<file path="src/rtl/ocp_ram.sv">
// Generic synchronous RAM with one write port and two registered read ports.
// Standalone; no package dependency.
module ocp_ram #(
	parameter int WIDTH = 8,
	parameter int DEPTH = 32
) (
	input  logic                     clk,
	input  logic                     we,
	input  logic [$clog2(DEPTH)-1:0] waddr,
	input  logic [WIDTH-1:0]         wdata,
	input  logic [$clog2(DEPTH)-1:0] raddr0,
	output logic [WIDTH-1:0]         rdata0,
	input  logic [$clog2(DEPTH)-1:0] raddr1,
	output logic [WIDTH-1:0]         rdata1
);

	logic [WIDTH-1:0] mem [DEPTH];

	always_ff @(posedge clk) begin
		if (we) begin
			mem[waddr] <= wdata;
		end
		rdata0 <= mem[raddr0];
		rdata1 <= mem[raddr1];
	end

endmodule

</file>
<file path="config.mk">
export PLATFORM = sky130hd
export DESIGN_NAME = ocp_ram
export DESIGN_NICKNAME = d
export VERILOG_FILES = /design/src/rtl/ocp_ram.sv
export SDC_FILE = /design/constraint.sdc
export NUM_CORES = 1
export LEC_CHECK = 0
export BUFFER_PORTS_ARGS = -buffer_cell sky130_fd_sc_hd__buf_4
export CAP_MARGIN = 0
export CORE_MARGIN = 5
export CORE_UTILIZATION = 33
export DETAILED_ROUTE_END_ITERATION = 10
export SYNTH_ARGS = -nofsm -noshare
export SYNTH_HDL_FRONTEND = slang
export SYNTH_SLANG_ARGS = --single-unit
</file>
<file path="constraint.sdc">
create_clock -name clk -period 4.6 [get_ports clk]
set_input_delay 0.46 -clock clk [delete_from_list [all_inputs] [get_ports clk]]
set_output_delay 0.46 -clock clk [all_outputs]
set_load 0.1 [all_outputs]
</file>
Word-level counts from Yosys, hierarchy flattened --
Memory sizes are Yosys's and may differ from the RTL's. A register that Yosys moved wholly into a read port is not among the register bits. Cells that the tools add are included.
Word-level totals: register bits 0, bits in latches 0, bits in writable memories 256, memory bits (read-only) 0, bits of input ports 25, memories 1
Cells by class: add/subtract/negate cells 0, multiply operators 0, divide/modulo/power cells 0, order comparisons 0, equal/unequal tests 0, shift operators 0, muxes and demuxes 2, bitwise logic cells 0, reductions and logical operators 0
Memory list:
- mem | words 32, width 8, read ports 2, clocked after Yosys merged registers in 2, wr ports 1, RTL line 17 | logic [WIDTH-1:0] mem [DEPTH];
Operators with widths (count):
- 2-to-1 mux 1 bit | 2

Logic depth before layout (Yosys ltp) --
Gate-level depths: netlist (run 1).
word-level depth 2, mapped depth 5, gate-level depth less buffers 3

Least setup slack after synthesis (run 1) --
OpenSTA, ideal clock, no wires.
path kind in2reg, start point in raddr1[1], end point reg rdata1[0], read port of mem, library setup time 0.121 ns, arrival 2.142 ns, required time 4.479 ns, setup slack 2.337 ns, stages 5, cells stage by stage clkbuf_1 > buf_1 > mux4_2 > mux4_2 > mux2_2
RTL lines:
- start: declaration | RTL line 13 | input logic [$clog2(DEPTH)-1:0] raddr1,
- end: declaration | RTL line 14 | output logic [WIDTH-1:0] rdata1

==> reports/results.tsv, run 1 <==
stage	metric	value	unit
setup_path	start_kind	primary input	
timing	hold_violations	0	
cts	cts_tree	done	
power_and_ir_drop	p_per_area	405	nW/um2
floorplan	fp.dieW	202	um
floorplan	initial_utilization	33.4	%
setup_path	critical_path_class	primary input to register	
cts	cts-root-buf	clkbuf_16	
cts	cts.clk_slew.worst_paths	60	ps
timing	worst_pin_slew	1310	ps
worst_hold_path	hp-class	primary input to register	
finish	num-nets-final	600	
setup_path	critPathCaptureType	register	
finish	final_cells	1065	
setup_path	cp.arrival	2730	ps
timing	relSlewSlack	12.0	%
power_and_ir_drop	irDropWorstVdd	0.273	mV
setup_path	worst_path_most_repeated_cell	mux4_2	
global_route	grt_overflow	0	
setup_path	critPathSlowestCell	mux4_2	
global_route	grt_pass1_vias	6479	
setup_path	reg2reg_from	mem[7][4]	
timing	finalSetupTns	0	ps
synth	synth_common_cells	edfxtp_1, mux4_2, nor2_1	
global_route	grt_first_pass_wirelength	45.0	mm
timing	period_share	50.4	%
placed_design	hpwl	19.7	mm
placed_design	dpl.cell_count	1013	
global_route	grt_max_degree	65	
global_route	grt.total_usage	15.0	%
finish	fillCellCount	3178	
worst_hold_path	holdPathStages	2	
floorplan	io_pins	41	
route	drt_iter0_markers	566	
timing	period_needed	2320	ps
route	post_drt_wl_per_cell	29.2	um
route	drt-total-wl	31.1	mm
finish	drive_gt1_share	45.2	%
synth	ys_warn_count	0	
timing	rsz0062_at_grt	no	
power_and_ir_drop	fin_total_pwr	5650	uW
finish	area_delta_synth_final	14.1	%
timing	fmax	431	MHz
synth	netlist-cell-type-count	15	
timing	setup_viol	0	
floorplan	dieArea	40900	um2
synth	synthesis.area	12200	um2
cts	h-tree-depth	1	
finish	antenna_cells	0	
cts	clock-sinks	272	
placed_design	io_buffers	40	
timing	slew_viol_final	0	
synth	synth_largest_area_cell	edfxtp_1	
synth	avgSynthCellArea	22.9	um2
worst_hold_path	hp-start	raddr1[3]	
cts	cts_buffers	28	
cts	post_cts_buffers	0	
setup_path	critPathTopFamily	multiplexers	
synth	ys_seq_elements	272	
cts	clockBufferDepth	3	
status	status	completed	
synth	synth_area_leaders	edfxtp_1, mux4_2, dfxtp_1	
setup_path	critPathRequiredTime	5010	ps
cts	clock_latency	550	ps
setup_path	reg2reg_slack	2750	ps
job	max_cap_violations	0	
route	viasPerCell	5.69	
global_route	antenna_found_initial	1	
route	first_pass_iters	5	
synth	synthArstFlopShare	0	%
route	antenna_left	0	
synth	synth_cells	532	
cts	cts_hold_buf	0	
floorplan	die_h	202	um
floorplan	placementRows	70	
setup_path	cp_max_fo	36	
setup_path	slowest_delay	560	ps
floorplan	core_region_area	36500	um2
placed_design	place_congestion	0.803	
synth	syn-num-nets	557	
setup_path	cp_cell_sequence	buf_4 -> buf_12 -> mux4_2 -> mux4_2 -> mux2_2	
setup_path	path_buf_inv	2	
synth	synthFlopType	edfxtp_1	
synth	synth.most_common_cell	edfxtp_1	
synth	yosysSeqAreaShare	65.6	%
synth	synth_top_cell_area_share	63.0	%
setup_path	r2r_end	rdata0[4]	
power_and_ir_drop	p_leak	0.00430	uW
synth	synth_edf_count	256	
cts	cts_resized	0	
route	via_count	6055	
worst_hold_path	hold-path-endpoint	rdata1[2]	
setup_path	ff2ff_path_depth	3	
timing	skew	24.4	ps
route	drcViolationCount	0	
-- state kept, by name (all words and copies together), names as in the netlist --
signal	flops
mem	256
rdata0	8
rdata1	8
-- through the flow --
| stage | hold WS (ps) | instance area [um2] | setup WS (ps) | util, % |
|---|---|---|---|---|
| finish | 301 | 13900 | 2280 | 38.2 |
| CTS | 277 | 13900 | 2240 | 38.2 |
| global placement | 841 | 13000 | 1690 | 35.6 |
| floorplan | 559 | 12200 | 2340 | - |
| global route | 281 | 13900 | 2140 | 38.2 |
| detailed placement | 845 | 13000 | 1660 | 35.6 |
-- worst reg2reg max path, stage by stage (launching register included) --
cell and delay [ps]:
edfxtp_1 400, mux4_2 490, mux4_2 520, mux2_2 300
-- how the worst max path moves through the flow --
stage | cells after the start | start | to
after global placement | 5 | raddr1[0] | rdata1[0]
after CTS | 5 | raddr1[0] | rdata1[7]
final | 5 | raddr1[0] | rdata1[5]
after floorplan | 5 | raddr1[1] | rdata1[0]
after global routing | 5 | raddr0[1] | rdata0[4]
after detailed placement | 5 | raddr1[0] | rdata1[7]
-- area by class of cell --
| type | instances | area, um2 | area share, % |
|---|---|---|---|
| well taps | 468 | 586 | 4.20 |
| repair buffers | 52 | 415 | 2.98 |
| multi-input cells | 221 | 3990 | 28.6 |
| flip-flops and latches | 272 | 8010 | 57.5 |
| clock buffers | 44 | 822 | 5.90 |
| clock inverters | 8 | 113 | 0.808 |
-- metal layers --
layer	wire length (um)	vias up	global-route usage [%]
met4	660	2	3.86
li1	-	2437	-
met5	20	-	0
met2	15800	274	25.8
met1	12100	3295	19.4
met3	2570	47	3.26
-- placed cells by master (no fill, tap or decap), types with 2 or more instances in the layout --
master / synthesis / final
clkinv_1: 0 / 2
nand3_1: 2 / 2
mux2_2: 16 / 16
clkinv_2: 0 / 3
or3b_2: 3 / 3
edfxtp_1: 256 / 256
clkbuf_16: 0 / 29
mux4_2: 160 / 160
nand3b_1: 5 / 5
buf_12: 0 / 2
bufinv_16: 0 / 3
clkbuf_1: 7 / 11
nor2_1: 33 / 33
dfxtp_1: 16 / 16
buf_4: 12 / 50
clkbuf_8: 0 / 4
-- power breakdown --
group,internal (uW),leakage (uW),switching [uW]
Clock,1390,0.000456,901
Combinational,221,0.00140,355
Sequential,2760,0.00244,27.4
-- logic make-up (layout without fill, tap and decap cells) --
| logic type | Yosys count | after routing | synth area share (%) |
|---|---|---|---|
| buffers and inverters | 39 | 104 | 1.71 |
| DFF | 272 | 272 | 65.6 |
| and+or+nand+nor | 45 | 45 | 1.70 |
| muxes | 176 | 176 | 31.0 |
No activity file was read; power rests on OpenSTA's default activity.
==> run 2, diff against run 1 <==
ABC_AREA = 1   (was not set)
clock period = 2.25 ns   (was 4.6 ns; I/O delays follow)
==> run 2 against run 1 <==
  * Clock skew decreased by 11 ps
  * Utilization decreased by 0.45 points
  * Non-clock buffer count increased by 46
  * Largest cell class unchanged
==> reports/results.tsv, run 2 <==
stage	metric	value	unit	change
status	status	completed		unchanged
setup_path	reg2reg_from	mem[4][2]		was mem[7][4]
timing	slew_viol_final	0		unchanged
route	drt_iter0_markers	1386		was 566
finish	num-nets-final	1590		was 600
power_and_ir_drop	p_per_area	782	nW/um2	was 405 nW/um2
cts	clock-sinks	272		unchanged
finish	largestRegisters	mem: 256 flops, rdata0: 8 flops, rdata1: 8 flops		unchanged
timing	rsz0062_at_grt	no		unchanged
floorplan	fp.dieW	213	um	was 202 um
worst_hold_path	hp-start	wdata[6]		was raddr1[3]
finish	top_register	mem		unchanged
job	max_cap_violations	0		unchanged
finish	final_cell_mix	nand2_1, nand3_1, edfxtp_1		was edfxtp_1, mux4_2, buf_4
global_route	grt_pass1_vias	11100		was 6,479
worst_hold_path	hp-class	primary input to register		unchanged
cts	cts_resized	0		unchanged
route	drcViolationCount	0		unchanged
power_and_ir_drop	p_comb_share	12.4	%	was 10.2%
route	drt-total-wl	43.6	mm	was 31.1 mm
route	first_pass_iters	5		unchanged
synth	synth_largest_area_cell	edfxtp_1		unchanged
setup_path	startpoint	rdata0[4]		was raddr1[0]
setup_path	start_kind	register		was primary input
synth	netlist-cell-type-count	12		was 15
synth	avgSynthCellArea	8.88	um2	was 22.9 um2
synth	synthArstFlopShare	0	%	unchanged
placed_design	io_buffers	40		unchanged
setup_path	cp-endpoint	rdata0[4]		was rdata1[5]
route	viasPerCell	5.34		was 5.69
floorplan	core_region_area	40900	um2	was 36,500 um2
setup_path	critPathCaptureType	primary output		was register
setup_path	r2r_end	rdata1[2]		was rdata0[4]
power_and_ir_drop	p_leak	0.00620	uW	was 0.00430 uW
finish	drive_gt1_share	9.19	%	was 45.2%
floorplan	initial_utilization	33.4	%	about the same
floorplan	dieArea	45600	um2	was 40,900 um2
cts	cts_buffers	30		was 28
floorplan	placementRows	74		was 70
setup_path	reg2reg_slack	950	ps	was 2750 ps
power_and_ir_drop	swShare	26.2	%	was 22.7%
setup_path	critical_path_class	register to primary output		was primary input to register
cts	cts_tree	done		unchanged
setup_path	cp_cell_sequence	buf_4		was buf_4 -> buf_12 -> mux4_2 -> mux4_2 -> mux2_2
timing	hold_violations	0		unchanged
setup_path	critPathTopFamily	flip-flops		was multiplexers
synth	ys_seq_elements	272		unchanged
power_and_ir_drop	power_frac_seq	47.2	%	was 49.3%
synth	synth_top_cell_area_share	56.3	%	was 63.0%
synth	synth_area_leaders	edfxtp_1, nand2_1, nand3_1		was edfxtp_1, mux4_2, dfxtp_1
cts	post_cts_buffers	0		unchanged
synth	yosysSeqAreaShare	58.6	%	was 65.6%
global_route	antenna_found_initial	4		was 1
setup_path	cp_max_fo	1		was 36
timing	period_needed	1640	ps	
global_route	grt.total_usage	18.9	%	was 15.0%
synth	synth_cells	1539		was 532
placed_design	hpwl	26.6	mm	was 19.7 mm
setup_path	slowest_delay	500	ps	was 560 ps
power_and_ir_drop	clkPwrFrac	40.4	%	was 40.5%
floorplan	io_pins	41		unchanged
cts	clockBufferDepth	3		unchanged
synth	synthFlopType	edfxtp_1		unchanged
placed_design	place_congestion	0.821		was 0.803
setup_path	cp.arrival	1420	ps	was 2730 ps
route	post_drt_wl_per_cell	20.5	um	was 29.2 um
finish	fillCellCount	4096		was 3,178
route	via_count	11300		was 6,055
timing	period_share	72.9	%	
global_route	grt_overflow	0		unchanged
power_and_ir_drop	power.switching	3160	uW	was 1280 uW
timing	worst_pin_slew	648	ps	was 1310 ps
setup_path	critPathRequiredTime	2030	ps	was 5010 ps
finish	area_delta_synth_final	13.0	%	was 14.1%
timing	relSlewSlack	56.8	%	was 12.0%
power_and_ir_drop	fin_total_pwr	12100	uW	was 5650 uW
finish	final_common_cell	nand2_1		was edfxtp_1
synth	synth_common_cells	nand2_1, nand3_1, edfxtp_1, buf_6, nor2_1		was edfxtp_1, mux4_2, nor2_1
global_route	grt_first_pass_wirelength	65.7	mm	was 45.0 mm
timing	setup_viol	0		unchanged
cts	cts.clk_slew.worst_paths	60	ps	about the same
setup_path	cp_num_cells	1		was 5
global_route	grt_max_degree	129		was 65
timing	finalSetupTns	0	ps	unchanged
power_and_ir_drop	irDropWorstVdd	0.657	mV	was 0.273 mV
setup_path	path_buf_inv	1		was 2
power_and_ir_drop	p_int	8910	uW	was 4360 uW
finish	largest_reg_flops	256		unchanged
synth	syn-num-nets	1564		was 557
synth	synth.most_common_cell	nand2_1		was edfxtp_1
synth	ys_warn_count	0		unchanged
cts	clock_latency	560	ps	was 550 ps
timing	fmax	609	MHz	
synth	synthesis.area	13700	um2	was 12,200 um2
route	antenna_left	0		unchanged
timing	skew	13.5	ps	was 24.4 ps
cts	h-tree-depth	1		unchanged
setup_path	ff2ff_path_depth	8		was 3
synth	synth_edf_count	256		unchanged
setup_path	critPathSlowestCell	dfxtp_1		was mux4_2
timing	hold_ws	109	ps	was 301 ps
cts	cts-root-buf	clkbuf_16		unchanged
floorplan	die_h	213	um	was 202 um
==> run 2: layout make-up <==
cell class	count	area, um2	area share (%)
diodes	1	2.50	0.0162
clock buffers	44	875	5.67
clock inverters	12	110	0.714
inverters	15	61.3	0.397
multi-input cells	1148	4800	31.1
flip-flops and latches	272	8010	51.9
well taps	532	666	4.31
repair buffers	98	903	5.85
==> run 2: logic make-up after synthesis <==
logic type / Yosys count / share of synthesized area (%)
AND/OR/NAND/NOR: 1148 / 35.2
flip-flops: 272 / 58.6
buffers and inverters: 119 / 6.21
==> run 2: worst min-delay path by stage <==
stage	endpoint	slack, ps	cells after the start
2_1_floorplan	mem[0][0]	320	0
3_3_place_gp	rdata1[6]	560	3
3_5_place_dp	rdata1[6]	550	3
4_1_cts	mem[29][7]	90	1
5_1_grt	mem[12][6]	100	1
6_report	mem[8][6]	110	1
==> run 2: power by group through the flow <==
stage | clock, uW | sequential (uW) | combinational [uW]
final | 4880 | 5700 | 1500
after global routing | 5150 | 5700 | 1610
after CTS | 4950 | 5690 | 1480
after detailed placement | 0 | 5800 | 1480
after global placement | 0 | 5800 | 1460
after floorplan | 0 | 6020 | 756
==> run 2: routing by layer <==
metal  routed length (um)  share of wire, %  GRT usage, %
met5                   33             0.076             0
met1                17700                41          26.1
met4                 1530               3.5          6.27
met2                19700                45          30.4
met3                 4640                11          3.47
==> run 2: timing repair <==
action	in CTS	in global routing
endpoints found under the hold margin	10	0
setup endpoints to repair	0	0
hold buffers	2	0
==> run 2: worst reg2reg max path, cell delays in order (launching register included) <==
cell and delay, ps:
edfxtp_1 410, nand2_1 80, nand3_1 60, nand3_1 90, nand2_1 130, nand2_1 90, nand2_1 80, nand2_1 140
nand2_1 90
==> run 2: through the flow <==
stage	area [um2]	setup slack [ps]	std cells	util [%]
2_1_floorplan	13700	991	1539	-
3_3_place_gp	14400	498	2063	35.2
3_5_place_dp	14400	479	2063	35.2
4_1_cts	15400	598	2121	37.7
5_1_grt	15400	584	2121	37.7
6_report	15400	609	2122	37.7
==> run 3, diff against run 2 <==
clock period = 1.3 ns   (was 2.25 ns; I/O delays follow)
==> run 3 against run 2 <==
  * Routed wire length is 1.9% lower
  * Combinational power is 95% higher
  * Via count is 0.90% higher
  * Largest cell class unchanged
  * Largest power group unchanged
==> reports/results.tsv, run 3 (synthesis gave the netlist of run 2 again) <==
stage	metric	value	unit	change
setup_path	critPathCaptureType	primary output		unchanged
setup_path	critical_path_class	register to primary output		unchanged
finish	largest_reg_flops	256		unchanged
status	status	completed		unchanged
placed_design	hpwl	28.3	mm	was 26.6 mm
cts	clock_latency	560	ps	about the same
setup_path	critPathSlowestCell	dfxtp_1		unchanged
cts	cts_buffers	30		unchanged
placed_design	dpl.cell_count	2109		was 2,063
route	via_count	11400		was 11,300
cts	clockBufferDepth	3		unchanged
cts	cts_tree	done		unchanged
global_route	grt_first_pass_wirelength	65.3	mm	was 65.7 mm
cts	h-tree-depth	1		unchanged
setup_path	reg2reg_from	mem[10][7]		was mem[4][2]
finish	antenna_cells	0		was 1
timing	setup_viol	0		unchanged
route	antenna_left	0		unchanged
worst_hold_path	holdPathStages	1		unchanged
setup_path	critPathTopFamily	flip-flops		unchanged
finish	final_cell_mix	nand2_1, nand3_1, edfxtp_1		unchanged
power_and_ir_drop	irDropWorstVdd	0.933	mV	was 0.657 mV
setup_path	slowest_delay	390	ps	was 500 ps
floorplan	fp.dieW	213	um	unchanged
worst_hold_path	hold-path-endpoint	mem[25][7]		was mem[8][6]
finish	area_delta_synth_final	18.1	%	was 13.0%
timing	hold_violations	0		unchanged
route	route.met2.wl	19.4	mm	was 19.7 mm
finish	multi_input_area	4820	um2	was 4800 um2
finish	drive_gt1_share	12.5	%	was 9.19%
cts	cts.clk_slew.worst_paths	60	ps	about the same
setup_path	ff2ff_path_depth	8		unchanged
floorplan	die_h	213	um	unchanged
route	post_drt_wl_per_cell	19.7	um	was 20.5 um
floorplan	initial_utilization	33.4	%	unchanged
route	drt-total-wl	42.7	mm	was 43.6 mm
route	topRoutingLayerUsed	met5		unchanged
timing	period_share	98.2	%	
finish	regArea	8030	um2	was 8010 um2
floorplan	dieArea	45600	um2	unchanged
route	wl_met1	18.5	mm	was 17.7 mm
worst_hold_path	hp-start	wdata[7]		was wdata[6]
setup_path	cp_cell_sequence	buf_12		was buf_4
setup_path	path_buf_inv	1		unchanged
timing	hold_ws	12.2	ps	was 109 ps
placed_design	place_congestion	0.865		was 0.821
worst_hold_path	hp-class	primary input to register		unchanged
setup_path	start_kind	register		unchanged
route	viasPerCell	5.28		was 5.34
placed_design	post_dp_cell_area	15000	um2	was 14,400 um2
timing	relSlewSlack	55.5	%	was 56.8%
setup_path	cp_max_fo	1		unchanged
power_and_ir_drop	p_leak	0.00652	uW	was 0.00620 uW
timing	period_needed	1280	ps	
timing	slew_viol_final	0		unchanged
floorplan	core_region_area	40900	um2	unchanged
floorplan	placementRows	74		unchanged
route	first_pass_iters	6		was 5
finish	final_cell_area	16100	um2	was 15,400 um2
route	drt_iter0_markers	1448		was 1,386
finish	final_common_cell	nand2_1		unchanged
finish	utilization	39.4	%	was 37.7%
setup_path	cp.arrival	1150	ps	was 1420 ps
global_route	grt_pass1_vias	10900		was 11,100
setup_path	critPathRequiredTime	1170	ps	was 2030 ps
timing	rsz0062_at_grt	no		unchanged
timing	worst_pin_slew	667	ps	was 648 ps
global_route	grt_max_degree	41		was 129
timing	skew	13.4	ps	was 13.5 ps
floorplan	io_pins	41		unchanged
finish	top_register	mem		unchanged
finish	final_cells	2165		was 2,122
global_route	antenna_found_initial	1		was 4
placed_design	io_buffers	40		unchanged
setup_path	reg2reg_slack	60	ps	was 950 ps
route	drcViolationCount	0		unchanged
finish	fillCellCount	3980		was 4,096
cts	cts-root-buf	clkbuf_16		unchanged
finish	largestRegisters	mem: 256 flops, rdata0: 8 flops, rdata1: 8 flops		unchanged
global_route	grt.total_usage	18.5	%	was 18.9%
cts	clock-sinks	272		unchanged
job	max_cap_violations	0		unchanged
route	wl_met3	3.54	mm	was 4.64 mm
finish	num-nets-final	1637		was 1,590
global_route	grt_overflow	0		unchanged
timing	fmax	784	MHz	
power_and_ir_drop	fin_total_pwr	20700	uW	was 12,100 uW
setup_path	r2r_end	rdata0[7]		was rdata1[2]
power_and_ir_drop	p_per_area	1280	nW/um2	was 782 nW/um2
-- run 3: cell types whose count changed in the layout (fill, tap and decap cells not counted), sizes merged --
cell         before  now
clkbuf           44   43
bufinv            2    0
diode             1    0
dlygate4sd3       2    3
buf              96  142
-- run 3: repair_timing --
item                                    in CTS  in global routing
endpoints found under the hold margin       16                  0
setup buffers                                0                  0
hold buffers                                 3                  0
endpoints found under the setup margin      16                  7
gates resized for setup                     58                  8
pin swaps                                    0                  0
-- run 3: where the power goes --
group / switching, uW / total (uW) / internal, uW
clock network: 3340 / 7880 / 4540
registers: 136 / 9890 / 9750
logic: 1970 / 2930 / 958
total: 5450 / 20700 / 15200
-- run 3: worst max-delay path by stage --
stage	startpoint	end	slack (ps)	cells past startpoint
after floorplan	waddr[0]	mem[0][0]	140	3
after global placement	raddr0[1]	rdata0[0]	-140	10
after detailed placement	raddr0[1]	rdata0[0]	-160	10
after CTS	rdata0[3]	rdata0[3]	2	1
after global routing	rdata1[7]	rdata1[7]	2	1
final	rdata1[5]	rdata1[5]	20	1
-- run 3: layout make-up --
cell class,count,area share [%]
Inverter,15,0.380
Clock inverter,10,0.272
Clock buffer,43,5.34
Timing Repair Buffer,145,10.2
Tap cell,532,4.13
Sequential cell,272,49.8
Multi-Input combinational cell,1148,29.9
-- run 3: routing by layer --
layer / GRT usage [%] / vias up
met5: 0 / -
met4: 5.26 / 2
met3: 2.65 / 92
met2: 29.5 / 584
met1: 26.7 / 5419
li1: - / 5329
-- run 3: through the flow --
stage	setup WS, ps	TNS (ps)
after floorplan	136	0
after global placement	-136	-1120
after detailed placement	-159	-1260
after CTS	2.08	0
after global routing	2.15	0
final	23.8	0
